`src/rtl/homogeneous_point_transform_macros.svh`:
```
// Assertion macros for the homogeneous point transform.
// Depends on clk and rst_n being visible in the module that uses them.
`ifndef HOMOGENEOUS_POINT_TRANSFORM_MACROS_SVH
`define HOMOGENEOUS_POINT_TRANSFORM_MACROS_SVH

// Check that cons holds in the same cycle as ante.
`define HPT_ASSERT_IMP(lbl, ante, cons) \
    lbl: assert property (@(posedge clk) disable iff (!rst_n) (ante) |-> (cons)) \
        else $error("hpt assertion failed");

// Check that cons holds in the cycle after ante.
`define HPT_ASSERT_NXT(lbl, ante, cons) \
    lbl: assert property (@(posedge clk) disable iff (!rst_n) (ante) |=> (cons)) \
        else $error("hpt assertion failed");

`endif

```
`src/rtl/hpt_pkg.sv`:
```
// Shared types and constants for the homogeneous point transform.
// No dependencies.
`default_nettype none

package hpt_pkg;

    localparam int FRAC_BITS  = 16;
    localparam int CW         = 32;
    localparam int PW         = 2 * CW;
    localparam int SUMW       = PW + 2;
    localparam int HW         = SUMW - FRAC_BITS;
    localparam int NW         = HW + FRAC_BITS;
    localparam int QW         = 32;
    localparam int DIV_STEP   = 4;
    localparam int DIV_STAGES = QW / DIV_STEP;
    localparam int NUM_ROWS   = 4;
    localparam int NUM_LANES  = 3;
    localparam int NUM_REGS   = 8;
    localparam int REG_IDX_W  = $clog2(NUM_REGS);
    localparam int CFG_IDX_W  = REG_IDX_W + 1;
    localparam int NST        = DIV_STAGES + 4;

    localparam logic [CW-1:0] RES_MAX = {1'b0, {(CW-1){1'b1}}};
    localparam logic [CW-1:0] RES_MIN = {1'b1, {(CW-1){1'b0}}};

    localparam logic [PW-1:0] ONE_LO = PW'(1) << FRAC_BITS;
    localparam logic [PW-1:0] ONE_HI = PW'(1) << (FRAC_BITS + CW);

    localparam logic [PW-1:0] CFG_RESET [NUM_REGS] = '{
        ONE_LO, '0, ONE_HI, '0, '0, ONE_LO, '0, ONE_HI
    };

    typedef struct packed {
        logic signed [CW-1:0] point_x;
        logic signed [CW-1:0] point_y;
        logic signed [CW-1:0] point_z;
    } in_word_t;

    typedef struct packed {
        logic signed [CW-1:0] result_x;
        logic signed [CW-1:0] result_y;
        logic signed [CW-1:0] result_z;
        logic signed [CW-1:0] result_w;
        logic                 w_is_zero;
        logic                 saturated;
    } out_word_t;

    typedef struct packed {
        logic [HW-1:0] rem;
        logic [HW-1:0] den;
        logic [QW-1:0] quo;
        logic [QW-1:0] num_lo;
        logic          neg;
        logic          ovf;
    } div_lane_t;

    typedef struct packed {
        logic          w_zero;
        logic          w_sat;
        logic [CW-1:0] w_res;
    } meta_t;

endpackage

`default_nettype wire

```
`src/rtl/hpt_div_stage.sv`:
```
// One slice of the restoring divider: DIV_STEP quotient bits per stage.
// Depends on hpt_pkg.
`default_nettype none

module hpt_div_stage (
    input  wire hpt_pkg::div_lane_t lane_in,
    output hpt_pkg::div_lane_t      lane_out
);

    always_comb
    begin
        hpt_pkg::div_lane_t l;
        logic [hpt_pkg::HW:0] trial;
        l = lane_in;
        for (int i = 0; i < hpt_pkg::DIV_STEP; i++)
        begin
            trial = {l.rem, l.num_lo[hpt_pkg::QW-1]};
            l.num_lo = l.num_lo << 1;
            if (trial >= {1'b0, l.den})
            begin
                trial = trial - {1'b0, l.den};
                l.quo = {l.quo[hpt_pkg::QW-2:0], 1'b1};
            end
            else
            begin
                l.quo = {l.quo[hpt_pkg::QW-2:0], 1'b0};
            end
            l.rem = trial[hpt_pkg::HW-1:0];
        end
        lane_out = l;
    end

endmodule

`default_nettype wire

```
`src/rtl/homogeneous_point_transform.sv`:
```
// Top level of the homogeneous point transform: matrix registers, pipeline.
// Depends on hpt_pkg, hpt_div_stage and the assertion macro header.
//
// Usage:
//   in channel  (in_valid/in_ready/in_data): one point word, signed Q16.16.
//   out channel (out_valid/out_ready/out_data): transformed point, w, flags.
//   cfg channel (cfg_valid/cfg_ready/cfg_index/cfg_data): matrix registers,
//     always ready; an index beyond the eight registers is dropped.
//   Throughput: one word per cycle unless stalled; stages are a multiplier
//     bank, a row adder, a divider setup, eight 4-bit divider slices and an
//     output register. Every stage has its own valid bit and fills bubbles.
//   Reset: all stages empty, matrix set to identity.
//   Receiver stall: words hold in place; in_ready drops only once every
//     stage is full.
`default_nettype none
`include "homogeneous_point_transform_macros.svh"

module homogeneous_point_transform (
    input  wire                                clk,
    input  wire                                rst_n,
    input  wire                                in_valid,
    output logic                               in_ready,
    input  wire hpt_pkg::in_word_t             in_data,
    output logic                               out_valid,
    input  wire                                out_ready,
    output hpt_pkg::out_word_t                 out_data,
    input  wire                                cfg_valid,
    output logic                               cfg_ready,
    input  wire [hpt_pkg::CFG_IDX_W-1:0]       cfg_index,
    input  wire [hpt_pkg::PW-1:0]              cfg_data
);

    localparam int NST = hpt_pkg::NST;
    localparam int DS  = hpt_pkg::DIV_STAGES;
    localparam int HW  = hpt_pkg::HW;
    localparam int CW  = hpt_pkg::CW;
    localparam int QW  = hpt_pkg::QW;
    localparam int FB  = hpt_pkg::FRAC_BITS;
    localparam logic [QW-1:0] Q_HALF = QW'(1) << (QW - 1);

    logic [hpt_pkg::PW-1:0]   coef_reg [hpt_pkg::NUM_REGS];
    logic [NST-1:0]           valid_reg;
    logic [NST-1:0]           adv;

    logic signed [hpt_pkg::PW-1:0] prod_reg  [hpt_pkg::NUM_ROWS][hpt_pkg::NUM_LANES];
    logic signed [hpt_pkg::PW-1:0] prod_next [hpt_pkg::NUM_ROWS][hpt_pkg::NUM_LANES];
    logic [HW-1:0]                 h_reg  [hpt_pkg::NUM_ROWS];
    logic [HW-1:0]                 h_next [hpt_pkg::NUM_ROWS];
    hpt_pkg::div_lane_t            lane_reg  [DS+1][hpt_pkg::NUM_LANES];
    hpt_pkg::div_lane_t            lane_next [DS+1][hpt_pkg::NUM_LANES];
    hpt_pkg::meta_t                meta_reg [DS+1];
    hpt_pkg::meta_t                meta_next;
    hpt_pkg::out_word_t            out_reg;
    hpt_pkg::out_word_t            out_next;
    logic signed [CW-1:0]          pt [hpt_pkg::NUM_LANES];

    assign cfg_ready = 1'b1;
    assign in_ready  = adv[0];
    assign out_valid = valid_reg[NST-1];
    assign out_data  = out_reg;

    assign pt[0] = in_data.point_x;
    assign pt[1] = in_data.point_y;
    assign pt[2] = in_data.point_z;

    always_ff @(posedge clk or negedge rst_n)
    begin
        if (!rst_n)
        begin
            for (int i = 0; i < hpt_pkg::NUM_REGS; i++)
            begin
                coef_reg[i] <= hpt_pkg::CFG_RESET[i];
            end
        end
        else if (cfg_valid && (cfg_index < hpt_pkg::CFG_IDX_W'(hpt_pkg::NUM_REGS)))
        begin
            coef_reg[cfg_index[hpt_pkg::REG_IDX_W-1:0]] <= cfg_data;
        end
    end

    always_comb
    begin
        adv[NST-1] = !valid_reg[NST-1] || out_ready;
        for (int k = NST - 2; k >= 0; k--)
        begin
            adv[k] = !valid_reg[k] || adv[k+1];
        end
    end

    always_ff @(posedge clk or negedge rst_n)
    begin
        if (!rst_n)
        begin
            valid_reg <= '0;
        end
        else
        begin
            if (adv[0])
            begin
                valid_reg[0] <= in_valid;
            end
            for (int k = 1; k < NST; k++)
            begin
                if (adv[k])
                begin
                    valid_reg[k] <= valid_reg[k-1];
                end
            end
        end
    end

    // multiplier bank
    always_comb
    begin
        for (int r = 0; r < hpt_pkg::NUM_ROWS; r++)
        begin
            for (int c = 0; c < hpt_pkg::NUM_LANES; c++)
            begin
                prod_next[r][c] = $signed(coef_reg[hpt_pkg::REG_IDX_W'(2 * r + (c >> 1))]
                                          [CW * (c & 1) +: CW]) * pt[c];
            end
        end
    end

    // row sums, floor shift by the fraction width
    always_comb
    begin
        logic [hpt_pkg::SUMW-1:0] sum;
        logic [CW-1:0]            c3;
        for (int r = 0; r < hpt_pkg::NUM_ROWS; r++)
        begin
            c3  = coef_reg[hpt_pkg::REG_IDX_W'(2 * r + 1)][2*CW-1:CW];
            sum = {{2{prod_reg[r][0][hpt_pkg::PW-1]}}, prod_reg[r][0]}
                + {{2{prod_reg[r][1][hpt_pkg::PW-1]}}, prod_reg[r][1]}
                + {{2{prod_reg[r][2][hpt_pkg::PW-1]}}, prod_reg[r][2]}
                + {{(hpt_pkg::SUMW-CW-FB){c3[CW-1]}}, c3, {FB{1'b0}}};
            h_next[r] = sum[hpt_pkg::SUMW-1:FB];
        end
    end

    // divider setup and w clipping
    always_comb
    begin
        logic [HW-1:0]          hw;
        logic [HW-1:0]          den;
        logic [HW-1:0]          mag;
        logic [hpt_pkg::NW-1:0] num;
        logic                   w_fits;
        hw     = h_reg[3];
        den    = hw[HW-1] ? (HW'(0) - hw) : hw;
        w_fits = (&hw[HW-1:CW-1]) || !(|hw[HW-1:CW-1]);
        meta_next.w_zero = (hw == '0);
        meta_next.w_sat  = !w_fits;
        meta_next.w_res  = w_fits ? hw[CW-1:0]
                                  : (hw[HW-1] ? hpt_pkg::RES_MIN : hpt_pkg::RES_MAX);
        for (int l = 0; l < hpt_pkg::NUM_LANES; l++)
        begin
            mag = h_reg[l][HW-1] ? (HW'(0) - h_reg[l]) : h_reg[l];
            num = {mag, {FB{1'b0}}};
            lane_next[0][l].den    = den;
            lane_next[0][l].rem    = HW'(num[hpt_pkg::NW-1:QW]);
            lane_next[0][l].ovf    = HW'(num[hpt_pkg::NW-1:QW]) >= den;
            lane_next[0][l].num_lo = num[QW-1:0];
            lane_next[0][l].quo    = '0;
            lane_next[0][l].neg    = h_reg[l][HW-1] ^ hw[HW-1];
        end
    end

    for (genvar s = 0; s < DS; s++)
    begin : g_div
        for (genvar l = 0; l < hpt_pkg::NUM_LANES; l++)
        begin : g_lane
            hpt_div_stage u_div (
                .lane_in  (lane_reg[s][l]),
                .lane_out (lane_next[s+1][l])
            );
        end
    end

    // sign, clip and zero-w handling
    always_comb
    begin
        logic [CW-1:0]                res [hpt_pkg::NUM_LANES];
        logic [hpt_pkg::NUM_LANES-1:0] sat;
        hpt_pkg::div_lane_t           q;
        for (int l = 0; l < hpt_pkg::NUM_LANES; l++)
        begin
            q = lane_reg[DS][l];
            if (q.ovf)
            begin
                res[l] = q.neg ? hpt_pkg::RES_MIN : hpt_pkg::RES_MAX;
                sat[l] = 1'b1;
            end
            else if (!q.neg)
            begin
                res[l] = q.quo[QW-1] ? hpt_pkg::RES_MAX : q.quo;
                sat[l] = q.quo[QW-1];
            end
            else
            begin
                res[l] = (q.quo > Q_HALF) ? hpt_pkg::RES_MIN : (QW'(0) - q.quo);
                sat[l] = q.quo > Q_HALF;
            end
        end
        if (meta_reg[DS].w_zero)
        begin
            out_next = '0;
            out_next.w_is_zero = 1'b1;
        end
        else
        begin
            out_next.result_x  = res[0];
            out_next.result_y  = res[1];
            out_next.result_z  = res[2];
            out_next.result_w  = meta_reg[DS].w_res;
            out_next.w_is_zero = 1'b0;
            out_next.saturated = (|sat) || meta_reg[DS].w_sat;
        end
    end

    always_ff @(posedge clk)
    begin
        if (adv[0])
        begin
            prod_reg <= prod_next;
        end
        if (adv[1])
        begin
            h_reg <= h_next;
        end
        if (adv[2])
        begin
            lane_reg[0] <= lane_next[0];
            meta_reg[0] <= meta_next;
        end
        for (int s = 1; s <= DS; s++)
        begin
            if (adv[s+2])
            begin
                lane_reg[s] <= lane_next[s];
                meta_reg[s] <= meta_reg[s-1];
            end
        end
        if (adv[NST-1])
        begin
            out_reg <= out_next;
        end
    end

    `HPT_ASSERT_IMP(a_full_stall, !in_ready, out_valid && !out_ready)
    `HPT_ASSERT_IMP(a_wzero_clear, out_valid && out_data.w_is_zero,
        out_data.result_x == '0 && out_data.result_y == '0 &&
        out_data.result_z == '0 && out_data.result_w == '0 && !out_data.saturated)
    `HPT_ASSERT_NXT(a_out_hold, out_valid && !out_ready, out_valid)
    `HPT_ASSERT_IMP(a_cfg_ready, 1'b1, cfg_ready)

endmodule

`default_nettype wire

```
`config.mk`:
```
export PLATFORM = sky130hd
export DESIGN_NAME = homogeneous_point_transform
export DESIGN_NICKNAME = d
export VERILOG_FILES = /design/src/rtl/hpt_pkg.sv /design/src/rtl/hpt_div_stage.sv /design/src/rtl/homogeneous_point_transform.sv
export VERILOG_INCLUDE_DIRS = /design/src /design/src/rtl
export SDC_FILE = /design/constraint.sdc
export NUM_CORES = 1
export LEC_CHECK = 0
export ABC_CLOCK_PERIOD_IN_PS = 1200
export BUFFER_PORTS_ARGS = -buffer_cell sky130_fd_sc_hd__buf_2
export CORE_AREA = 2 2 116 118
export DETAILED_ROUTE_END_ITERATION = 10
export DIE_AREA = 0 0 118 120
export SYNTH_ARGS = -nofsm -noshare
export SYNTH_HDL_FRONTEND = slang
export SYNTH_MEMORY_MAX_BITS = 65536
export SYNTH_SLANG_ARGS = --single-unit
```
`constraint.sdc`:
```
create_clock -name clk -period 1.2 [get_ports clk]
set_input_delay 0.06 -clock clk [delete_from_list [all_inputs] [get_ports clk]]
set_output_delay 0.06 -clock clk [all_outputs]
set_load 0.02 [all_outputs]
```
==> run metrics, run 1 <==
run status=completed; DP Wirelength=1080 µm; Die W=118 µm; total congestion overflow=0; CP max stage delay=380 ps; Max Clk Rate=846 MHz; cells along the critical path=and4_4 > nand4_1 > buf_4; share of layout cells above drive strength 1=0.148; Finished Layout Cells=359; antenna violation net count after detailed routing=0; Pre-Repair DR Iteration Count=3; top-area cell type share of the netlist area=0.666; die area=0.0142 mm²; CTS tree=yes; first-pass GRT wire length=1810 µm; RD Place Congestion=0.672; final hold violations=0; post-synthesis simple-gate area fraction=0.0398; H-tree lvl count=1; CTS buffer count=3; skew final=0.765 ps; largest net degree at the start of global routing=13; number of global-route vias before repair=384; wire per inst=3.99 µm; Compound-Gate Fraction of Synth Area=0.0711; largest family of logic cells by synthesized area=buffers and inverters; post-synthesis adder-cell area fraction=0; Peak VDD IR=0.000689 V; crit path DAT=1120 ps; Final Instance Area=0.00138 mm²; RSZ-0062 raised after global routing=true; period utilization=0.986; Hold Crit Class=input port to flip-flop; placed cell area=0.00121 mm²; final core utilization=0.106; IO buf count=5; WHS=5.65 ps; setup TNS=0 ps; core area=0.0130 mm²; initial antenna violation count=0; critical path class=flip-flop to output port; Initial Util=0.114; Worst Reg-to-Reg Cells=3; final WL=1430 µm; Die Height=120 µm; mux cell area share after synthesis=0; Post-Place Cells=346; Levels on crit path=3; via/cell ratio=1.96; # diodes=0; Clk pin slew, worst setup/hold paths=40 ps; gr usage total=0.0161; CP Max Fanout=4; Remaining DRCs=0; delay-heaviest family, CP=flip-flops; CTS max path bufs=2; Synth Area in XOR/XNOR=0; leakage=0.738 nW; Hold Crit Depth=2; Site Rows=42; area added between synthesis and finish=-6.60%; CP Launch Type=flip-flop; Crit. End Element=output port; syn avg cell area=8.80 µm²; Pwr Density=1300 mW/mm²; slowest CP cell=dfrtp_1; Vias=703; Pins Over Slew Limit=0; Root Driver=clkbuf_16; number of flip-flops in the largest register=12; worst-skew pair later-pin latency=240 ps; worst endpoint required time=1140 ps; sequential fraction of the synthesis area=0.203; Worst Path Buf+Inv=1; final setup violation count=0; dominant cells by area after synthesis=buf_4 67%, dfrtp_1 20%, a21o_2 1.8%; shortest clock period the worst path allows after layout=1180 ps; synthesis-stage register bit count=12; Iter 0 DRT Violations=8; Maximum Capacitance Violations=0; count of cell types in the netlist=17; post-synth top area cell=buf_4; clock sinks=12; Synth Cell Area=0.00148 mm²; final net count=353; Synth Warn #=0; I/O pin count=302; cells after synthesis=168
[kinds of logic (layout without fill, tap and decap cells)]
kind of cell / after synthesis / count (layout)
compound gates: 11 / 11
buf+inv: 135 / 21
flops: 12 / 12
other cells: 2 / 131
simple gates: 8 / 8
[routing by layer]
layer,global-route usage,vias up,wire (µm)
li1,-,300,-
met1,0.0203,296,487
met2,0.0218,103,580
met3,0.00428,4,326
met4,0.0158,0,40
met5,0,-,0
[path summary, 6_finish.rpt]
path | from | endpoint | slack (ps)
max | valid_reg[4]$_DFFE_PN0P_ | in_ready | 20
min | in_valid | valid_reg[0]$_DFFE_PN0P_ | 6
max reg2reg | valid_reg[9]$_DFFE_PN0P_ | valid_reg[6]$_DFFE_PN0P_ | 50
min reg2reg | valid_reg[1]$_DFFE_PN0P_ | valid_reg[2]$_DFFE_PN0P_ | 460
max in group asynchronous | rst_n | valid_reg[3]$_DFFE_PN0P_ | 750
min in group asynchronous | rst_n | valid_reg[5]$_DFFE_PN0P_ | 240
[repair_timing]
action                     4_1_cts  5_1_grt
gates cloned                     0        0
pin swaps                        1        3
hold buffers                     1        0
buffers inserted                 6        2
resized for setup                4        1
setup endpoints to repair        1        1
hold endpoints to repair        12        0
[area by class of cell]
| type | count | area (µm²) |
|---|---|---|
| inverters | 3 | 11.3 |
| multi-input cells | 150 | 662 |
| fillers | 1499 | 11600 |
| clock buffers | 4 | 88.8 |
| repair buffers | 14 | 97.6 |
| well taps | 176 | 220 |
| flip-flops and latches | 12 | 300 |
[stage by stage]
stage          setup WS (ps)  power, W
2_1_floorplan           63.7   0.00132
3_3_place_gp            82.4   0.00102
3_5_place_dp            81.4   0.00102
4_1_cts                 2.38   0.00179
5_1_grt                -56.8   0.00190
6_report                17.3   0.00180
[synth_stat cells, drive strengths merged]
master,number
conb,2
and4,2
o41ai,1
a31o,4
and4b,1
a41o,2
a21o,3
nand2,1
dfrtp,12
o31ai,1
nand2b,1
inv,3
buf,132
nand4b,1
nand4,2
[cells in the final DEF (no fill, tap or decap), drive strengths merged, types with 2 or more instances in the layout]
cell    netlist  routed
nand4         2       2
inv           3       3
buf         132      13
clkbuf        0       4
a41o          2       2
conb          2     131
a21o          3       3
a31o          4       4
dfrtp        12      12
and4          2       2
[power breakdown]
| part | leakage [nW] | internal (W) | switching (W) | total (W) |
|---|---|---|---|---|
| sequential | 0.130 | 0.000464 | 0.0000391 | 0.000504 |
| clock | 0.0442 | 0.000503 | 0.000174 | 0.000677 |
| combinational | 0.563 | 0.000140 | 0.000478 | 0.000619 |
| total | 0.738 | 0.00111 | 0.000691 | 0.00180 |
(Power assumes the default switching activity.)
==> run 2: changes to the inputs <==
--- a/config.mk
+++ b/config.mk
@@ -11,6 +11,7 @@
 export CORE_AREA = 2 2 116 118
 export DETAILED_ROUTE_END_ITERATION = 10
 export DIE_AREA = 0 0 118 120
+export PLACE_DENSITY = 0.51
 export SYNTH_ARGS = -nofsm -noshare
 export SYNTH_HDL_FRONTEND = slang
 export SYNTH_MEMORY_MAX_BITS = 65536
==> run metrics, run 2 (same netlist as run 1, synthesis figures left out) <==
run status=completed; I/O pin count=302 (unchanged); clock sinks=12 (unchanged); final hold violations=0 (unchanged); Max Clk Rate=847 MHz (+0.17%); RSZ-0062 raised after global routing=true; worst-skew pair later-pin latency=240 ps (about the same); CTS max path bufs=2 (unchanged); Pins Over Slew Limit=0 (unchanged); H-tree lvl count=1 (unchanged); crit path DAT=1120 ps (about the same); Pre-Repair DR Iteration Count=4 (+1); final net count=357 (+1.1%); first-pass GRT wire length=1710 µm (-5.3%); critical path class=flip-flop to output port; Vias=726 (+3.3%); leakage=0.758 nW (+2.8%); CP Launch Type=flip-flop; skew final=3.61 ps (+2.85 ps); commonest non-fill, non-tap cell in the layout=conb_1; Crit. End Element=output port; largest net degree at the start of global routing=13 (unchanged); DP Wirelength=1110 µm (+3.4%); area added between synthesis and finish=-4.32%; number of flip-flops in the largest register=12 (unchanged); Power, Total=0.00183 W (+2.0%); share of layout cells above drive strength 1=0.166 (+0.0182); CTS buffer count=3 (unchanged); RD Place Congestion=0.681 (+1.2%); Peak VDD IR=0.000765 V (+11%); die area=0.0142 mm² (unchanged); CP Max Fanout=4 (unchanged); IO buf count=5 (unchanged); # diodes=0 (unchanged); number of global-route vias before repair=400 (+4.2%); Hold Crit Class=input port to flip-flop; Remaining DRCs=0 (unchanged); most frequent cells in the layout=131 x conb_1, 12 x buf_4, 12 x dfrtp_1; Site Rows=42 (unchanged); Die W=118 µm (unchanged); initial antenna violation count=0 (unchanged); final setup violation count=0 (unchanged); wire per inst=4.13 µm (+3.4%); Root Driver=clkbuf_16; shortest clock period the worst path allows after layout=1180 ps (-2.04 ps); Die Height=120 µm (unchanged); total congestion overflow=0 (unchanged); core area=0.0130 mm² (unchanged); via/cell ratio=2.00 (+2.1%); period utilization=0.984 (-0.00170); pre-CTS WS=80.8 ps (-0.530 ps); Maximum Capacitance Violations=0 (unchanged); antenna violation net count after detailed routing=0 (unchanged); Clk pin slew, worst setup/hold paths=40 ps (about the same); CTS tree=yes; final WL=1500 µm (+4.5%); slack of the critical path=19.4 ps (+2.04 ps); Pwr Density=1300 mW/mm² (-0.47%); Iter 0 DRT Violations=7 (-1); Initial Util=0.114 (unchanged); worst endpoint required time=1140 ps (about the same); Filler cells=1498 (-0.067%); gr usage total=0.0155 (-0.000620)
==> run 2: cell count changes in the layout (fill, tap and decap cells not counted) <==
cell	previous run	this run
buf_6	0	1
buf_4	9	12
==> run 2: cell type report <==
type	count	area, µm²	area share
clock buffer	4	88.8	0.0628
timing repair buffer	18	131	0.0929
sequential	12	300	0.212
tap	176	220	0.156
multi-input combinational	150	662	0.468
inverter	3	11.3	0.00796
==> run 2: report_power, final <==
group / total [W] / switching, W / internal [W] / leakage, nW
logic: 0.000652 / 0.000485 / 0.000167 / 0.584
registers: 0.000502 / 0.0000377 / 0.000464 / 0.130
clock network: 0.000680 / 0.000177 / 0.000503 / 0.0442
total: 0.00183 / 0.000700 / 0.00113 / 0.758
==> run 2: routing by layer <==
layer,track usage,share of wire,routed length [µm]
met5,0,0,0
met4,0.0158,0.028,42
met3,0.00428,0.19,286
met2,0.0251,0.45,677
met1,0.0159,0.33,492
==> run 2: final timing paths <==
| kind | start | depth (start not counted) | slack [ps] | end |
|---|---|---|---|---|
| max | valid_reg[4]$_DFFE_PN0P_ | 3 | 20 | in_ready |
| min | in_valid | 2 | 10 | valid_reg[0]$_DFFE_PN0P_ |
| min in group asynchronous | rst_n | 2 | 220 | valid_reg[1]$_DFFE_PN0P_ |
| max in group asynchronous | rst_n | 2 | 760 | valid_reg[3]$_DFFE_PN0P_ |
| max reg2reg | valid_reg[9]$_DFFE_PN0P_ | 3 | 70 | valid_reg[6]$_DFFE_PN0P_ |
| min reg2reg | valid_reg[1]$_DFFE_PN0P_ | 2 | 470 | valid_reg[2]$_DFFE_PN0P_ |
==> run 2: worst max-delay path, cell delays in order, from the launching register on <==
cell,delay (ps)
dfrtp_1,380
and4_4,250
nand4_1,100
buf_6,150
==> run 2: what timing repair did <==
action / in CTS / in global routing
setup endpoints to repair: 1 / 1
setup buffers: 4 / 7
pin swaps: 1 / 4
gates cloned: 0 / 0
endpoints found under the hold margin: 12 / 0
resized for setup: 4 / 2
hold buffers: 1 / 0
==> run 2: stage by stage <==
step                      hold slack (ps)  instance area, µm²  cells    util  setup TNS (ps)
after floorplan                      -236                1960    297       -               0
after global placement              -41.4                1220    347  0.0940               0
after detailed placement            -45.9                1220    347  0.0940               0
after CTS                            7.46                1360    356   0.104               0
after global routing                 24.4                1410    363   0.109           -8.89
final                                9.97                1410    363   0.109               0
==> run 3: changes to the inputs <==
--- a/config.mk
+++ b/config.mk
@@ -11,7 +11,7 @@
 export CORE_AREA = 2 2 116 118
 export DETAILED_ROUTE_END_ITERATION = 10
 export DIE_AREA = 0 0 118 120
-export PLACE_DENSITY = 0.51
+export PLACE_DENSITY = 0.49
 export SYNTH_ARGS = -nofsm -noshare
 export SYNTH_HDL_FRONTEND = slang
 export SYNTH_MEMORY_MAX_BITS = 65536
==> run metrics, run 3 (same netlist as run 1, synthesis figures left out) <==
run status=finished with violations; violated checks=setup timing; DP Wirelength=1080 µm (-2.4%); Peak VDD IR=0.000968 V (+27%); antenna violation net count after detailed routing=0 (unchanged); register area=300 µm² (unchanged); worst endpoint required time=1140 ps (about the same); first-pass GRT wire length=1660 µm (-3.2%); final hold violations=0 (unchanged); shortest clock period the worst path allows after layout=1210 ps (+27.2 ps); critical path class=flip-flop to output port; crit path DAT=1150 ps (+30 ps); cells along the critical path=and4_4 > nand4_1 > buf_6; via/cell ratio=1.99 (-0.55%); most frequent cells in the layout=131 x conb_1, 12 x dfrtp_1, 9 x buf_4; setup TNS=-7.84 ps (-7.84 ps); slowest CP cell=dfrtp_1; Hold Crit Class=input port to flip-flop; Vias=718 (-1.1%); CTS max path bufs=2 (unchanged); RD Place Congestion=0.666 (-2.1%); Pre-Repair DR Iteration Count=4 (unchanged); I/O pin count=302 (unchanged); leakage=0.752 nW (-0.83%); Maximum Capacitance Violations=0 (unchanged); Remaining DRCs=0 (unchanged); CP Max Fanout=4 (unchanged); share of layout cells above drive strength 1=0.157 (-0.00902); total congestion overflow=0 (unchanged); Clk pin slew, worst setup/hold paths=40 ps (about the same); IO buf count=5 (unchanged); CP Launch Type=flip-flop; number of global-route vias before repair=402 (+0.50%); period utilization=1.01 (+0.0227); Max Clk Rate=828 MHz (-2.3%); CTS tree=yes; die area=0.0142 mm² (unchanged); Die W=118 µm (unchanged); commonest non-fill, non-tap cell in the layout=conb_1; clock sinks=12 (unchanged); H-tree lvl count=1 (unchanged); CP max stage delay=360 ps (-20 ps); # diodes=0 (unchanged); Filler cells=1494 (-0.27%); area added between synthesis and finish=-5.08%; Iter 0 DRT Violations=5 (-2); CTS buffer count=3 (unchanged); final WL=1480 µm (-1.1%); Root Driver=clkbuf_16; final setup violation count=1 (+1); initial antenna violation count=0 (unchanged); final net count=355 (-0.56%); pre-CTS WS=78.3 ps (-2.49 ps); Worst Path Buf+Inv=1 (unchanged); skew final=3.46 ps (-0.153 ps); area of the multi-input gates=662 µm² (unchanged); worst-skew pair later-pin latency=240 ps (about the same); Site Rows=42 (unchanged); largest net degree at the start of global routing=13 (unchanged); delay-heaviest family, CP=simple AND/OR/NAND/NOR gates; core area=0.0130 mm² (unchanged); Initial Util=0.114 (unchanged); Pins Over Slew Limit=0 (unchanged); Crit. End Element=output port; Pwr Density=1300 mW/mm² (+0.18%); number of flip-flops in the largest register=12 (unchanged); Die Height=120 µm (unchanged); RSZ-0062 raised after global routing=true; gr usage total=0.0139 (-0.00161); wire per inst=4.10 µm (-0.59%); slack of the critical path=-7.84 ps (-27.2 ps)
run 3: changes by cell type in the layout (fill, tap and decap cells not counted):
cell / previous run / this run
buf_4: 12 / 9
buf_6: 1 / 2
run 3: layer usage:
layer | track usage | wire length [µm] | up-vias
met5 | 0 | 0 | -
met4 | 0.0113 | 0 | 0
met3 | 0.00190 | 313 | 0
met2 | 0.0247 | 743 | 101
met1 | 0.0147 | 425 | 311
li1 | - | - | 306
run 3: stage by stage:
stage / instance area (µm²) / util / total power (W) / cells / hold slack, ps
after detailed placement: 1220 / 0.0940 / 0.00104 / 347 / -47.1
after global placement: 1220 / 0.0940 / 0.00104 / 347 / -41.6
final: 1400 / 0.108 / 0.00182 / 361 / 16.3
after floorplan: 1960 / - / 0.00132 / 297 / -236
after CTS: 1350 / 0.104 / 0.00177 / 356 / 10.2
after global routing: 1400 / 0.108 / 0.00191 / 361 / 16.0
run 3: path summary, 6_finish.rpt:
check,startpoint,slack (ps),cells after the start,to
hold reg to reg,valid_reg[1]$_DFFE_PN0P_,470,2,valid_reg[2]$_DFFE_PN0P_
setup / recovery,valid_reg[8]$_DFFE_PN0P_,-8,3,in_ready
min in group asynchronous,rst_n,240,2,valid_reg[0]$_DFFE_PN0P_
setup reg to reg,valid_reg[8]$_DFFE_PN0P_,30,4,valid_reg[4]$_DFFE_PN0P_
hold / removal,in_valid,20,2,valid_reg[0]$_DFFE_PN0P_
max in group asynchronous,rst_n,740,2,valid_reg[2]$_DFFE_PN0P_
run 3: cell type report:
cell class	instances	share of cell area
inverter	3	0.00803
clock buffer	4	0.0633
sequential	12	0.214
tap	176	0.157
timing repair buffer	16	0.0856
multi-input combinational	150	0.472
run 3: power by group:
part           internal, W  switching [W]
registers         0.000465      0.0000434
logic             0.000164       0.000484
clock network     0.000502       0.000166
total              0.00113       0.000692
run 3: what timing repair did:
| item | in CTS | in global routing |
|---|---|---|
| hold buffers | 1 | 0 |
| hold endpoints to repair | 12 | 0 |
| endpoints found under the setup margin | 1 | 1 |
| gates cloned | 0 | 0 |
| setup buffers | 4 | 5 |
| resized for setup | 3 | 4 |
| pin swaps | 1 | 3 |
